**config.mk**
```make
export PLATFORM = sky130hd
export DESIGN_NAME = cascaded_position_speed_servo
export DESIGN_NICKNAME = d
export VERILOG_FILES = /design/src/rtl/core/cpss_pkg.sv /design/src/rtl/core/cpss_mul.sv /design/src/rtl/core/cpss_ctrl.sv /design/src/rtl/core/cascaded_position_speed_servo.sv
export SDC_FILE = /design/constraint.sdc
export NUM_CORES = 2
export LEC_CHECK = 0
export BUFFER_PORTS_ARGS = -buffer_cell sky130_fd_sc_hd__buf_2
export CAP_MARGIN = 10
export CORE_AREA = 4 4 411 413
export CTS_BUF_LIST = sky130_fd_sc_hd__clkbuf_4 sky130_fd_sc_hd__clkbuf_8
export DETAILED_ROUTE_END_ITERATION = 7
export DIE_AREA = 0 0 415 417
export PLACE_DENSITY = 0.74
export SLEW_MARGIN = 40
export SYNTH_ARGS = -nofsm -noshare
export SYNTH_HDL_FRONTEND = slang
export SYNTH_SLANG_ARGS = --single-unit
```
**constraint.sdc**
```tcl
create_clock -name clk -period 12 [get_ports clk]
set_input_delay 1.2 -clock clk [delete_from_list [all_inputs] [get_ports clk]]
set_output_delay 1.2 -clock clk [all_outputs]
set_load 0.05 [all_outputs]
```
**src/rtl/core/cpss_pkg.sv**
```systemverilog
// ----------------------------------------------------------------------------
// cpss_pkg: shared types, constants and saturation helpers
// Widths, register indexes, sequencer steps and the control struct for the
// cascaded position/speed servo.
// ----------------------------------------------------------------------------
package cpss_pkg;

    // held-value width and fixed-point format
    localparam int DATA_WIDTH = 32;
    localparam int FRAC_BITS  = 16;

    // fixed field widths
    localparam int IO_W      = 32;
    localparam int GAIN_W    = 32;
    localparam int LIMIT_W   = 31;
    localparam int CFG_IDX_W = 3;
    localparam int CFG_W     = 32;

    // adder width covers any three-term sum of held values or port values
    localparam int ALU_W = ((DATA_WIDTH > IO_W) ? DATA_WIDTH : IO_W) + 3;
    localparam int MUL_W = GAIN_W + DATA_WIDTH;

    typedef logic signed [DATA_WIDTH-1:0] dw_t;
    typedef logic signed [ALU_W-1:0]      alu_t;
    typedef logic signed [MUL_W-1:0]      mul_t;
    typedef logic signed [GAIN_W-1:0]     gain_t;
    typedef logic signed [IO_W-1:0]       io_t;
    typedef logic        [LIMIT_W-1:0]    limit_t;

    localparam dw_t DW_MAX = {1'b0, {(DATA_WIDTH-1){1'b1}}};
    localparam dw_t DW_MIN = {1'b1, {(DATA_WIDTH-1){1'b0}}};

    // configuration register indexes
    localparam logic [CFG_IDX_W-1:0] REG_POS_KP    = CFG_IDX_W'(0);
    localparam logic [CFG_IDX_W-1:0] REG_POS_KI    = CFG_IDX_W'(1);
    localparam logic [CFG_IDX_W-1:0] REG_POS_KD    = CFG_IDX_W'(2);
    localparam logic [CFG_IDX_W-1:0] REG_POS_LIMIT = CFG_IDX_W'(3);
    localparam logic [CFG_IDX_W-1:0] REG_SPD_KP    = CFG_IDX_W'(4);
    localparam logic [CFG_IDX_W-1:0] REG_SPD_KI    = CFG_IDX_W'(5);
    localparam logic [CFG_IDX_W-1:0] REG_SPD_KD    = CFG_IDX_W'(6);
    localparam logic [CFG_IDX_W-1:0] REG_SPD_LIMIT = CFG_IDX_W'(7);

    // sequencer steps of one loop update
    typedef enum logic [9:0] {
        ST_IDLE = 10'b00_0000_0001,
        ST_ERR  = 10'b00_0000_0010,
        ST_DP   = 10'b00_0000_0100,
        ST_DD1  = 10'b00_0000_1000,
        ST_DD2  = 10'b00_0001_0000,
        ST_MP   = 10'b00_0010_0000,
        ST_MI   = 10'b00_0100_0000,
        ST_MD   = 10'b00_1000_0000,
        ST_AD   = 10'b01_0000_0000,
        ST_ACC  = 10'b10_0000_0000
    } step_t;

    // sequencer to datapath
    typedef struct packed {
        step_t step;
        logic  loop_pos;
    } ctrl_t;

    // saturate an adder result to the held-value range
    function automatic dw_t sat_alu(input alu_t x);
        alu_t hi;
        alu_t lo;
        hi = alu_t'(DW_MAX);
        lo = alu_t'(DW_MIN);
        if (x > hi)
            return DW_MAX;
        else if (x < lo)
            return DW_MIN;
        else
            return DATA_WIDTH'(x);
    endfunction

    // saturate a scaled product to the held-value range
    function automatic dw_t sat_mul(input mul_t x);
        mul_t hi;
        mul_t lo;
        hi = mul_t'(DW_MAX);
        lo = mul_t'(DW_MIN);
        if (x > hi)
            return DW_MAX;
        else if (x < lo)
            return DW_MIN;
        else
            return DATA_WIDTH'(x);
    endfunction

endpackage

```
**src/rtl/core/cpss_mul.sv**
```systemverilog
// ----------------------------------------------------------------------------
// cpss_mul: shared gain multiplier
// Registered signed gain times value product; the output term is the product
// shifted down by the fraction bits (floor) and saturated.
// ----------------------------------------------------------------------------
module cpss_mul
    import cpss_pkg::*;
(
    input  logic  clk,
    input  logic  en,
    input  gain_t gain,
    input  dw_t   val,
    output dw_t   term
);

    mul_t prod_reg;
    mul_t prod_next;

    // exact product
    assign prod_next = mul_t'(gain) * mul_t'(val);

    always_ff @(posedge clk)
    begin
        if (en)
        begin
            prod_reg <= prod_next;
        end
    end

    // floor scaling and saturation
    assign term = sat_mul(prod_reg >>> FRAC_BITS);

endmodule

```
**src/rtl/core/cpss_ctrl.sv**
```systemverilog
// ----------------------------------------------------------------------------
// cpss_ctrl: loop update sequencer
// Walks the steps of one incremental PID update, runs the position loop
// first when the item asks for it, then the speed loop.
// ----------------------------------------------------------------------------
module cpss_ctrl
    import cpss_pkg::*;
(
    input  logic  clk,
    input  logic  rst_n,
    input  logic  start,
    input  logic  start_pos,
    input  logic  commit_ok,
    output ctrl_t ctrl
);

    step_t state_reg;
    step_t state_next;
    logic  loop_pos_reg;
    logic  loop_pos_next;

    // next step
    always_comb
    begin
        state_next    = state_reg;
        loop_pos_next = loop_pos_reg;
        unique case (state_reg)
            ST_IDLE:
            begin
                if (start)
                begin
                    state_next    = ST_ERR;
                    loop_pos_next = start_pos;
                end
            end
            ST_ERR:  state_next = ST_DP;
            ST_DP:   state_next = ST_DD1;
            ST_DD1:  state_next = ST_DD2;
            ST_DD2:  state_next = ST_MP;
            ST_MP:   state_next = ST_MI;
            ST_MI:   state_next = ST_MD;
            ST_MD:   state_next = ST_AD;
            ST_AD:   state_next = ST_ACC;
            ST_ACC:
            begin
                // position loop done: speed loop follows
                if (loop_pos_reg)
                begin
                    state_next    = ST_ERR;
                    loop_pos_next = 1'b0;
                end
                else if (commit_ok)
                begin
                    state_next = ST_IDLE;
                end
            end
            default: state_next = ST_IDLE;
        endcase
    end

    always_ff @(posedge clk or negedge rst_n)
    begin
        if (!rst_n)
        begin
            state_reg    <= ST_IDLE;
            loop_pos_reg <= 1'b0;
        end
        else
        begin
            state_reg    <= state_next;
            loop_pos_reg <= loop_pos_next;
        end
    end

    assign ctrl.step     = state_reg;
    assign ctrl.loop_pos = loop_pos_reg;

endmodule

```
**src/rtl/core/cascaded_position_speed_servo.sv**
```systemverilog
// ----------------------------------------------------------------------------
// cascaded_position_speed_servo: two-loop incremental PID motor servo
// Position loop feeding a speed loop, computed with one shared adder and one
// shared multiplier under a step sequencer.
// ----------------------------------------------------------------------------
// Usage:
//   Input channel s_*: one transfer is one servo step. s_tuser[0] selects a
//   position step (1) or a speed step (0). s_tdata carries target, angle and
//   rpm feedback. Output channel m_*: one transfer per step with the clamped
//   drive value and the held position loop output (the speed command).
//   Gains and limits are written through cfg_we/cfg_index/cfg_data while the
//   block is idle; all registers and loop histories reset to zero.
//   Each loop update walks the sequencer steps (error, two differences,
//   three multiplies, three accumulations, clamp), shared adder and
//   multiplier used at most once per step. A speed step runs the speed loop
//   only, a position step the position loop and then the speed loop; a new
//   step is taken only once the sequencer is back in idle.
//   The result sits in an output register. If the receiver stalls, the next
//   step runs up to its last speed-loop step and waits there until the
//   output register is free. Reset (rst_n low) is asynchronous and clears
//   all control, config and loop state.
// ----------------------------------------------------------------------------
module cascaded_position_speed_servo
    import cpss_pkg::*;
(
    input  logic                 clk,
    input  logic                 rst_n,
    // input stream
    input  logic                 s_tvalid,
    output logic                 s_tready,
    input  logic [95:0]          s_tdata,   // target, angle_feedback, rpm_feedback
    input  logic [0:0]           s_tuser,   // action
    // output stream
    output logic                 m_tvalid,
    input  logic                 m_tready,
    output logic [63:0]          m_tdata,   // drive_value, speed_command
    // configuration writes
    input  logic                 cfg_we,
    input  logic [CFG_IDX_W-1:0] cfg_index,
    input  logic [CFG_W-1:0]     cfg_data
);

    ctrl_t  ctrl;
    logic   in_xfer;
    logic   out_free;
    logic   commit;
    logic   loop_upd;

    // configuration registers
    gain_t  pos_kp_reg, pos_ki_reg, pos_kd_reg;
    gain_t  spd_kp_reg, spd_ki_reg, spd_kd_reg;
    limit_t pos_limit_reg, spd_limit_reg;

    // loop histories and held outputs
    dw_t    pos_e1_reg, pos_e2_reg, pos_acc_reg;
    dw_t    spd_e1_reg, spd_e2_reg, spd_acc_reg;

    // item and working registers
    logic   act_reg;
    io_t    target_reg, angle_reg, rpm_reg;
    dw_t    e_reg, dp_reg, dd_reg;
    alu_t   tmp_reg;

    // output register
    logic         m_tvalid_reg;
    logic [63:0]  m_tdata_reg;

    // selected loop
    dw_t    e1_cur, e2_cur, acc_cur;
    gain_t  kp_cur, ki_cur, kd_cur;
    limit_t limit_cur;
    alu_t   ref_val, fdb_val;

    // shared units
    alu_t   alu_a, alu_b, alu_sum;
    dw_t    alu_sat;
    alu_t   out_w, lim_w, clamp_w;
    dw_t    out_dw;
    logic   mul_en;
    gain_t  mul_gain;
    dw_t    mul_val;
    dw_t    mul_term;

    // handshakes
    assign s_tready = (ctrl.step == ST_IDLE);
    assign in_xfer  = s_tvalid && s_tready;
    assign out_free = !m_tvalid_reg || m_tready;
    assign commit   = (ctrl.step == ST_ACC) && !ctrl.loop_pos && out_free;
    assign loop_upd = (ctrl.step == ST_ACC) && (ctrl.loop_pos || out_free);

    cpss_ctrl u_ctrl (
        .clk       (clk),
        .rst_n     (rst_n),
        .start     (in_xfer),
        .start_pos (s_tuser[0]),
        .commit_ok (out_free),
        .ctrl      (ctrl)
    );

    // loop operand selection
    assign e1_cur    = ctrl.loop_pos ? pos_e1_reg    : spd_e1_reg;
    assign e2_cur    = ctrl.loop_pos ? pos_e2_reg    : spd_e2_reg;
    assign acc_cur   = ctrl.loop_pos ? pos_acc_reg   : spd_acc_reg;
    assign kp_cur    = ctrl.loop_pos ? pos_kp_reg    : spd_kp_reg;
    assign ki_cur    = ctrl.loop_pos ? pos_ki_reg    : spd_ki_reg;
    assign kd_cur    = ctrl.loop_pos ? pos_kd_reg    : spd_kd_reg;
    assign limit_cur = ctrl.loop_pos ? pos_limit_reg : spd_limit_reg;

    // speed reference is the held position output in a position step
    assign ref_val = (ctrl.loop_pos || !act_reg) ? alu_t'(target_reg) : alu_t'(pos_acc_reg);
    assign fdb_val = ctrl.loop_pos ? alu_t'(angle_reg) : alu_t'(rpm_reg);

    // shared adder operands
    always_comb
    begin
        alu_a = '0;
        alu_b = '0;
        unique case (ctrl.step)
            ST_ERR:
            begin
                alu_a = ref_val;
                alu_b = -fdb_val;
            end
            ST_DP:
            begin
                alu_a = alu_t'(e_reg);
                alu_b = -alu_t'(e1_cur);
            end
            ST_DD1:
            begin
                alu_a = alu_t'(e_reg);
                alu_b = -(alu_t'(e1_cur) <<< 1);
            end
            ST_DD2:
            begin
                alu_a = tmp_reg;
                alu_b = alu_t'(e2_cur);
            end
            ST_MI:
            begin
                alu_a = '0;
                alu_b = alu_t'(mul_term);
            end
            ST_MD, ST_AD:
            begin
                alu_a = tmp_reg;
                alu_b = alu_t'(mul_term);
            end
            ST_ACC:
            begin
                alu_a = alu_t'(acc_cur);
                alu_b = alu_t'(sat_alu(tmp_reg));
            end
            default:
            begin
                alu_a = '0;
                alu_b = '0;
            end
        endcase
    end

    assign alu_sum = alu_a + alu_b;
    assign alu_sat = sat_alu(alu_sum);

    // clamp the saturated output to the loop limit
    assign out_w = alu_t'(alu_sat);
    assign lim_w = alu_t'(limit_cur);

    always_comb
    begin
        priority if (out_w > lim_w)
            clamp_w = lim_w;
        else if (out_w < -lim_w)
            clamp_w = -lim_w;
        else
            clamp_w = out_w;
    end

    assign out_dw = DATA_WIDTH'(clamp_w);

    // shared multiplier operands
    always_comb
    begin
        mul_en   = 1'b1;
        mul_gain = '0;
        mul_val  = '0;
        unique case (ctrl.step)
            ST_MP:
            begin
                mul_gain = kp_cur;
                mul_val  = dp_reg;
            end
            ST_MI:
            begin
                mul_gain = ki_cur;
                mul_val  = e_reg;
            end
            ST_MD:
            begin
                mul_gain = kd_cur;
                mul_val  = dd_reg;
            end
            default:
            begin
                mul_en = 1'b0;
            end
        endcase
    end

    cpss_mul u_mul (
        .clk  (clk),
        .en   (mul_en),
        .gain (mul_gain),
        .val  (mul_val),
        .term (mul_term)
    );

    // item capture and working values
    always_ff @(posedge clk)
    begin
        if (in_xfer)
        begin
            act_reg    <= s_tuser[0];
            target_reg <= s_tdata[31:0];
            angle_reg  <= s_tdata[63:32];
            rpm_reg    <= s_tdata[95:64];
        end
        if (ctrl.step == ST_ERR)
            e_reg <= alu_sat;
        if (ctrl.step == ST_DP)
            dp_reg <= alu_sat;
        if (ctrl.step == ST_DD2)
            dd_reg <= alu_sat;
        if (ctrl.step == ST_DD1 || ctrl.step == ST_MI || ctrl.step == ST_MD
            || ctrl.step == ST_AD)
            tmp_reg <= alu_sum;
    end

    // configuration, loop state and output register
    always_ff @(posedge clk or negedge rst_n)
    begin
        if (!rst_n)
        begin
            pos_kp_reg    <= '0;
            pos_ki_reg    <= '0;
            pos_kd_reg    <= '0;
            pos_limit_reg <= '0;
            spd_kp_reg    <= '0;
            spd_ki_reg    <= '0;
            spd_kd_reg    <= '0;
            spd_limit_reg <= '0;
            pos_e1_reg    <= '0;
            pos_e2_reg    <= '0;
            pos_acc_reg   <= '0;
            spd_e1_reg    <= '0;
            spd_e2_reg    <= '0;
            spd_acc_reg   <= '0;
            m_tvalid_reg  <= 1'b0;
            m_tdata_reg   <= '0;
        end
        else
        begin
            // register writes
            if (cfg_we)
            begin
                unique case (cfg_index)
                    REG_POS_KP:    pos_kp_reg    <= cfg_data;
                    REG_POS_KI:    pos_ki_reg    <= cfg_data;
                    REG_POS_KD:    pos_kd_reg    <= cfg_data;
                    REG_POS_LIMIT: pos_limit_reg <= cfg_data[LIMIT_W-1:0];
                    REG_SPD_KP:    spd_kp_reg    <= cfg_data;
                    REG_SPD_KI:    spd_ki_reg    <= cfg_data;
                    REG_SPD_KD:    spd_kd_reg    <= cfg_data;
                    REG_SPD_LIMIT: spd_limit_reg <= cfg_data[LIMIT_W-1:0];
                    default:       pos_kp_reg    <= pos_kp_reg;
                endcase
            end

            // loop write-back: held output and error history
            if (loop_upd)
            begin
                if (ctrl.loop_pos)
                begin
                    pos_acc_reg <= out_dw;
                    pos_e2_reg  <= pos_e1_reg;
                    pos_e1_reg  <= e_reg;
                end
                else
                begin
                    spd_acc_reg <= out_dw;
                    spd_e2_reg  <= spd_e1_reg;
                    spd_e1_reg  <= e_reg;
                end
            end

            // result transfer
            if (commit)
            begin
                m_tvalid_reg <= 1'b1;
                m_tdata_reg  <= {IO_W'(pos_acc_reg), IO_W'(out_dw)};
            end
            else if (m_tready)
            begin
                m_tvalid_reg <= 1'b0;
            end
        end
    end

    assign m_tvalid = m_tvalid_reg;
    assign m_tdata  = m_tdata_reg;

    // a result appears only after the speed loop write-back
    a_result_source: assert property (@(posedge clk) disable iff (!rst_n)
        $rose(m_tvalid_reg) |-> $past(ctrl.step == ST_ACC && !ctrl.loop_pos))
        else $error("result raised outside speed loop write-back");

    // position loop output stays within its limit after write-back
    a_pos_clamp: assert property (@(posedge clk) disable iff (!rst_n)
        (ctrl.step == ST_ACC && ctrl.loop_pos && !cfg_we) |=>
            (alu_t'(pos_acc_reg) <= alu_t'(pos_limit_reg))
            && (alu_t'(pos_acc_reg) >= -alu_t'(pos_limit_reg)))
        else $error("position loop output exceeds its limit");

    // speed loop held output changes only at write-back
    a_spd_hold: assert property (@(posedge clk) disable iff (!rst_n)
        !$stable(spd_acc_reg) |-> $past(ctrl.step == ST_ACC && !ctrl.loop_pos))
        else $error("speed loop output changed outside write-back");

endmodule

```
# After elaboration in Yosys (flattened, before gate mapping)

Cells that the tools add are included.

Bits in registers: 814
Input bits: 137
Output and inout port bits: 66
Word-level logic and storage cells: 123

Add/sub/neg operators: 5
Multipliers: 1
Magnitude comparators: 8
Equal/unequal tests: 19
Multiplexer cells: 30
Bitwise logic cells: 1
Reductions and logical operators: 32

Operators with widths:

| operator                                                         | count |
|---|---|
| 2-to-1 mux 32 bit                                                | 14 |
| case mux 35 bit (6 select lines)                                 | 1 |
| case mux 32 bit (3 select lines)                                 | 2 |
| case mux 35 bit (4 select lines)                                 | 1 |
| case mux 10 bit (10 select lines)                                | 1 |
| greater-than comparator 35 x 32 -> 1 bit (second input constant) | 2 |
| < comparator 35 x 32 -> 1 bit (second input constant)            | 2 |
| 2-to-1 mux 35 bit                                                | 2 |
| multiplier 32 x 32 -> 64 bit                                     | 1 |
| greater-than comparator 48 x 32 -> 1 bit (second input constant) | 1 |
| < comparator 48 x 32 -> 1 bit (second input constant)            | 1 |
| adder 35 bit                                                     | 1 |
| < comparator 32 x 35 -> 1 bit                                    | 1 |
| negation 31 -> 35 bit                                            | 1 |
| negation 32 -> 35 bit                                            | 1 |
| negation 33 -> 35 bit                                            | 1 |
| negation 35 bit                                                  | 1 |
| greater-than comparator 32 bit                                   | 1 |
| 2-to-1 mux 31 bit                                                | 1 |
| 2-to-1 mux 10 bit                                                | 3 |
| AND reduction 2 bit                                              | 12 |
| == test 3 bit (second input constant)                            | 4 |
| == test 10 x 1 -> 1 bit (second input constant)                  | 1 |
| == test 10 bit (second input constant)                           | 1 |
| other kinds (22)                                                 | 39 |

# Logic depth before layout (Yosys ltp)

Depth in word-level cells: 11
Gate-level depth with buffers: 51
Mapped depth without buffers: 36

# By module

From an unflattened synthesis, not the netlist that was laid out.

Cells, all modules: 7653
Area, all modules: 77020.1 um2

By module, submodules not included:

| module                        | instances | cells an instance | area an instance (um2) | sequential area each (um2) |
|---|---|---|---|---|
| cascaded_position_speed_servo | 1         | 3682              | 38824.7                | 19633.8 |
| cpss_mul                      | 1         | 3912              | 37552.3                | 1441.4 |
| cpss_ctrl                     | 1         | 59                | 643.1                  | 276.5 |

# Least setup slack after synthesis

OpenSTA, ideal clock, no wires.

Kind: register to register
Start point: register u_ctrl.loop_pos_reg
End point: register m_tdata_reg[29] (netlist: m_tdata[29])
Setup time: 0.126 ns
Arrival time: 10.585 ns
Required time: 11.874 ns
Setup slack: 1.289 ns
Cell stages (with the launch flop): 48
Path buffers: 16
Clock period less this slack: 10.711 ns
Path through: dfrtp_1 -> buf_6 -> buf_6 -> buf_4 -> buf_4 -> buf_4 -> buf_2 -> buf_2 -> buf_2 -> buf_2 -> buf_2 -> buf_1 -> clkbuf_1 -> mux2i_1 -> ha_1 -> o211ai_1 -> and4bb_2 -> nand3_1 -> (+12 left out) -> mux2i_1 -> and2_1 -> clkbuf_1 -> clkbuf_1 -> o2bb2ai_1 -> ha_1 -> a2111oi_0 -> o21ai_0 -> o21ai_0 -> o21ai_0 -> or4_1 -> o31ai_1 -> a221o_1 -> clkbuf_1 -> clkbuf_1 -> nand2_1 -> and4_1 -> a221o_1

Cells in the longest elaborated chain, start to end: 10
Elaborated cells on any way between the ends: 25
Classes of those cells: add/sub: 5; order compare: 4; mux: 12; reduce/logical: 4

Ends and longest elaborated chain:

| element                                                                                     | RTL line                             | text |
|---|---|---|
| from (decl)                                                                                 | cpss_ctrl.sv:19                      | `logic loop_pos_reg;` |
| from (signal assigned)                                                                      | cpss_ctrl.sv:71                      | `loop_pos_reg <= loop_pos_next;` |
| 2-to-1 mux 35 bit, or another cell as far along                                             | cascaded_position_speed_servo.sv:111 | `assign fdb_val = ctrl.loop_pos ? alu_t'(angle_reg) : alu_t'(rpm_reg);` |
| negation 35 bit, or another cell as far along                                               | cascaded_position_speed_servo.sv:122 | `alu_b = -fdb_val;` |
| case mux 35 bit (6 select lines) / case mux 35 bit (4 select lines) (equally long branches) | cascaded_position_speed_servo.sv:118 | `unique case (ctrl.step)` |
| adder 35 bit (*)                                                                            | cascaded_position_speed_servo.sv:162 | `assign alu_sum = alu_a + alu_b;` |
| < comparator 35 x 32 -> 1 bit                                                               | cpss_pkg.sv:71                       | `else if (x < lo)` |
| 2-to-1 mux 32 bit                                                                           | cpss_pkg.sv:71                       |  |
| 2-to-1 mux 32 bit (*)                                                                       | cpss_pkg.sv:69                       | `if (x > hi)` |
| net alu_sat[22]                                                                             | cascaded_position_speed_servo.sv:76  | `dw_t alu_sat;` |
| < comparator 32 x 35 -> 1 bit                                                               | cascaded_position_speed_servo.sv:173 | `else if (out_w < -lim_w)` |
| 2-to-1 mux 32 bit                                                                           | cascaded_position_speed_servo.sv:173 |  |
| 2-to-1 mux 32 bit (*)                                                                       | cascaded_position_speed_servo.sv:171 | `priority if (out_w > lim_w)` |
| to (signal assigned)                                                                        | cascaded_position_speed_servo.sv:300 | `m_tdata_reg <= {IO_W'(pos_acc_reg), IO_W'(out_dw)};` |
| to (decl)                                                                                   | cascaded_position_speed_servo.sv:66  | `logic [63:0] m_tdata_reg;` |

Mark *: on every way through the listed nets, which the timed path passes. The rest lies on a longest branch.
A chain may end at the register's enable or synchronous reset.

# Worst setup path in the final report

Start point: register u_ctrl.loop_pos_reg
End point: register pos_acc_reg[18]

Cells in the longest elaborated chain, start to end: 10
Elaborated cells on any way between the ends: 25
Classes of those cells: add/sub: 5; order compare: 4; mux: 12; reduce/logical: 4

Ends and longest elaborated chain:

| element                                                                                     | RTL line                             | text |
|---|---|---|
| 2-to-1 mux 35 bit, or another cell as far along                                             | cascaded_position_speed_servo.sv:111 |  |
| negation 35 bit, or another cell as far along                                               | cascaded_position_speed_servo.sv:122 |  |
| case mux 35 bit (6 select lines) / case mux 35 bit (4 select lines) (equally long branches) | cascaded_position_speed_servo.sv:118 |  |
| adder 35 bit (*)                                                                            | cascaded_position_speed_servo.sv:162 |  |
| < comparator 35 x 32 -> 1 bit                                                               | cpss_pkg.sv:71                       |  |
| 2-to-1 mux 32 bit                                                                           | cpss_pkg.sv:71                       |  |
| 2-to-1 mux 32 bit (*)                                                                       | cpss_pkg.sv:69                       |  |
| net alu_sat[20]                                                                             | cascaded_position_speed_servo.sv:76  |  |
| < comparator 32 x 35 -> 1 bit                                                               | cascaded_position_speed_servo.sv:173 |  |
| 2-to-1 mux 32 bit                                                                           | cascaded_position_speed_servo.sv:173 |  |
| 2-to-1 mux 32 bit (*)                                                                       | cascaded_position_speed_servo.sv:171 |  |
| to (signal assigned)                                                                        | cascaded_position_speed_servo.sv:284 | `pos_acc_reg <= out_dw;` |
| to (decl)                                                                                   | cascaded_position_speed_servo.sv:55  | `dw_t pos_e1_reg, pos_e2_reg, pos_acc_reg;` |

Marks and branches as above.

==> results.md <==
* Reg2Reg Setup Slack at 400 ps
* HPWL after DPL at 207 mm
* Site Rows at 149
* Area after DPL at 80300 sq um
* Util after Layout at 50.5%
* GPL Wtd Cong at 0.998
* Number of synthesized register bits at 798
* Drt pass-1 iters at 7
* Clock Power Share at 19.0%
* Grt total ovfl at 0
* Count of cell types in the netlist at 100
* DP Worst Slack at 408 ps
* Clock transition at path regs at 70 ps
* Vias in the first global route at 60.8k
* Clk root buf: clkbuf_8
* Peak supply drop at 0.466 mV
* Mapped Cells at 7905
* Synth area leader: fa_1
* Non-Filler Instances at 10.4k
* Startpoint Class: flop
* CTS max path bufs at 3
* Final WS setup at 402 ps
* Share of the synthesized area in the top cell type at 28.6%
* Status: complete, no violations
* Post-Syn Nets at 9406
* Area Overhead vs Synth at 9.82%
* Synthesized area at 75700 sq um
* Starting Density at 45.9%
* Max cap viols at 0
* Fin Hold WS at 336 ps
* Hold Crit Class: in -> async
* Wirelength per Cell at 25.2 um
* Internal power at 6.80 mW
* # fillers at 15.1k
* CTS Sinks at 798
* CTS Buf Count at 132
* Worst r2r src: u_ctrl.loop_pos_reg
* Post-synth EDFFs at 276
* Die Span Y at 417 um
* Die ar. at 173000 sq um
* Worst-path fanout max at 35
* PD cells at 158 nW/um^2
* Cells after DPL at 10.1k
* Port Buffers at 202
* Pin count of the biggest net entering global routing at 157
* Routed Wire Length at 262 mm
* Initial antenna violation count at 15
* CP max stage delay at 780 ps
* WP data arrival at 12240 ps
* Seq/Total Area, Yosys at 28.2%
* # setup viols final at 0
* Fin Setup TNS at 0 ps
* Clk_lat worst skew at 810 ps
* M3 GR Usage at 7.60%
* Layout cells sized above 1 at 12.8%
* Grt peak-use layer: met2
* Crit end category: flop
* Post-layout instance area at 83100 sq um
* M1 GR Usage at 40.5%
* Leakage at 37.3 nW
* Remaining antenna violation count at 0
* Largest cells by area after synthesis: fa_1 (29%), dfrtp_1 (17%), edfxtp_1 (11%)
* Mean area per synthesized cell at 9.58 sq um
* Met2 GRT Util at 45.8%
* R2r endpoint: pos_acc_reg[18]
* Sw frac at 48.2%
* Nets at 9597
* Reg power frac at 29.0%
* Yosys warns at 0
* Final Skew at 44.6 ps
* CP max-delay cell: o21ai_0
* Gr usage total at 30.1%
* Fmax at 0.0862 GHz
* Via density at 5.77
* Async set or reset register ratio after synthesis at 65.4%
* Top Ports at 203
* TritonCTS clock tree: built
* Residual DRC count at 0
* Fin crit share at 96.6%
* Top FF cell, synth: dfrtp_1
* Relative slew slack at 33.5%
* Most common cell on crit path: o21ai_0
* RSZ-0062 raised after global routing: no
* Max reg flops at 64
* Logic gate share of total power at 52.1%
* Least-Margin Pin Slew at 987 ps
* DR vias at 59.9k
* Critical path type: reg -> reg
* Core area at 165000 sq um
* # H-tree levels at 4
* R2R depth at 35
* Die Width at 415 um
* Sw power at 6.33 mW
* Final hold vios at 0
* First-pass GRT wire length at 391 mm
* Drt initial violations at 6752
* Required time of the worst setup path at 12650 ps
* Fin crit period at 11600 ps
* Pins Over Slew Limit at 0
* Total power draw at 13.1 mW
worst max-delay path: cells and delay by family (launching register included):
family	cells	cell delay, ps
and+or+nand+nor	15	4370
buffers and inverters	4	1080
adders and majority gates	2	630
DFF	1	730
AOI/OAI and AO/OA	13	4400
xor gates and xnor gates	1	200
worst max path at each step:
stage | start | depth (start not counted) | endpoint
after floorplan | u_ctrl.loop_pos_reg | 47 | m_tdata[29]
after global placement | u_ctrl.state_reg[2] | 34 | u_mul.prod_reg[59]
after detailed placement | u_ctrl.state_reg[2] | 34 | u_mul.prod_reg[59]
after CTS | u_ctrl.state_reg[2] | 34 | u_mul.prod_reg[59]
after global routing | u_ctrl.loop_pos_reg | 32 | m_tdata[5]
final | u_ctrl.loop_pos_reg | 35 | pos_acc_reg[18]
final cells by class:
| type | instances | area (sq um) | share of cell area [%] |
|---|---|---|---|
| multi-input combinational | 5501 | 48600 | 58.4 |
| sequential | 798 | 21400 | 25.7 |
| inverter | 1202 | 4530 | 5.45 |
| timing repair buffer | 461 | 3250 | 3.90 |
| tap | 2189 | 2740 | 3.29 |
| clock buffer | 201 | 2460 | 2.96 |
| clock inverter | 36 | 236 | 0.284 |
| antenna | 7 | 17.5 | 0.0211 |
power by group through the flow:
stage	Sequential (mW)	Clock, mW	Combinational [mW]
2_1_floorplan	3.84	0	3.52
6_report	3.80	2.49	6.84
4_1_cts	3.80	2.51	6.60
5_1_grt	3.83	2.64	7.15
3_5_place_dp	3.85	0	6.56
3_3_place_gp	3.83	0	6.44
kinds of logic (layout without fill, tap and decap cells):
logic type | Yosys count | count (layout) | synth area share [%]
AND/OR/NAND/NOR | 2612 | 2612 | 14.4
other | 0 | 7 | 0
buffers and inverters | 1606 | 1900 | 8.12
multiplexers | 379 | 379 | 5.44
adder cells (fa/ha/maj) | 1364 | 1364 | 33.3
XOR/XNOR | 186 | 186 | 2.15
flip-flops | 798 | 798 | 28.2
AO/OA/AOI/OAI | 960 | 960 | 8.41
cell usage in the layout (no fill, tap or decap), types with 23 or more instances in the layout:
master	netlist	layout
fa_1	1083	1083
buf_4	7	237
o221ai_1	24	24
ha_1	281	281
clkbuf_8	0	153
clkbuf_4	0	49
buf_2	29	201
nand2_1	1640	1636
and2_1	33	33
a222oi_1	41	41
nand4_1	42	42
xnor2_1	109	109
xor2_1	77	77
inv_1	1199	1198
a21oi_1	220	220
mux2i_1	117	110
nand2b_1	28	28
a31oi_1	23	23
a211oi_1	30	30
dfrtp_1	521	520
a22oi_1	65	65
a221oi_1	25	24
mux2_2	262	262
edfxtp_1	276	276
o21ai_0	208	199
nor3_1	104	101
o21a_1	50	43
nor2_1	520	517
o21ai_1	40	27
a21o_1	54	54
nand3_1	66	66
what timing repair did:
item | in CTS | in global routing
hold buffers | 0 | 0
setup buffers | 0 | 1
resized for setup | 0 | 4
setup endpoints to repair | 0 | 15
metal layers:
layer / share of wire, % / up-vias / wire length (um)
met3: 10 / 567 / 27200
met5: 0.0088 / - / 23
met1: 40 / 30500 / 104000
met2: 45 / 3164 / 117000
met4: 5.5 / 4 / 14400
li1: - / 25700 / -
cell usage after synthesis (9+ instances only):
| library cell | count |
|---|---|
| nand2_1 | 1640 |
| nand3_1 | 66 |
| a31oi_1 | 23 |
| nor2b_1 | 22 |
| o221ai_1 | 24 |
| nand4_1 | 42 |
| or3_1 | 18 |
| o21bai_1 | 11 |
| and3_1 | 22 |
| edfxtp_1 | 276 |
| dfrtp_1 | 521 |
| mux2_2 | 262 |
| nor3b_1 | 23 |
| and2_1 | 33 |
| a221oi_1 | 25 |
| xnor2_1 | 109 |
| a222oi_1 | 41 |
| ha_1 | 281 |
| a211oi_1 | 30 |
| inv_1 | 1199 |
| o21a_1 | 50 |
| a311oi_1 | 9 |
| a211o_1 | 9 |
| fa_1 | 1083 |
| a22o_1 | 19 |
| or2_2 | 11 |
| nand2b_1 | 28 |
| a21o_1 | 54 |
| o31ai_1 | 11 |
| nor4_1 | 23 |
| buf_1 | 23 |
| a22oi_1 | 65 |
| clkbuf_1 | 339 |
| buf_2 | 29 |
| o21ai_1 | 40 |
| mux2i_1 | 117 |
| o211ai_1 | 22 |
| o22ai_1 | 20 |
| nor3_1 | 104 |
| o21ai_0 | 208 |
| nor2_1 | 520 |
| a21oi_1 | 220 |
| xor2_1 | 77 |
Power figures use the tool's default switching activity.
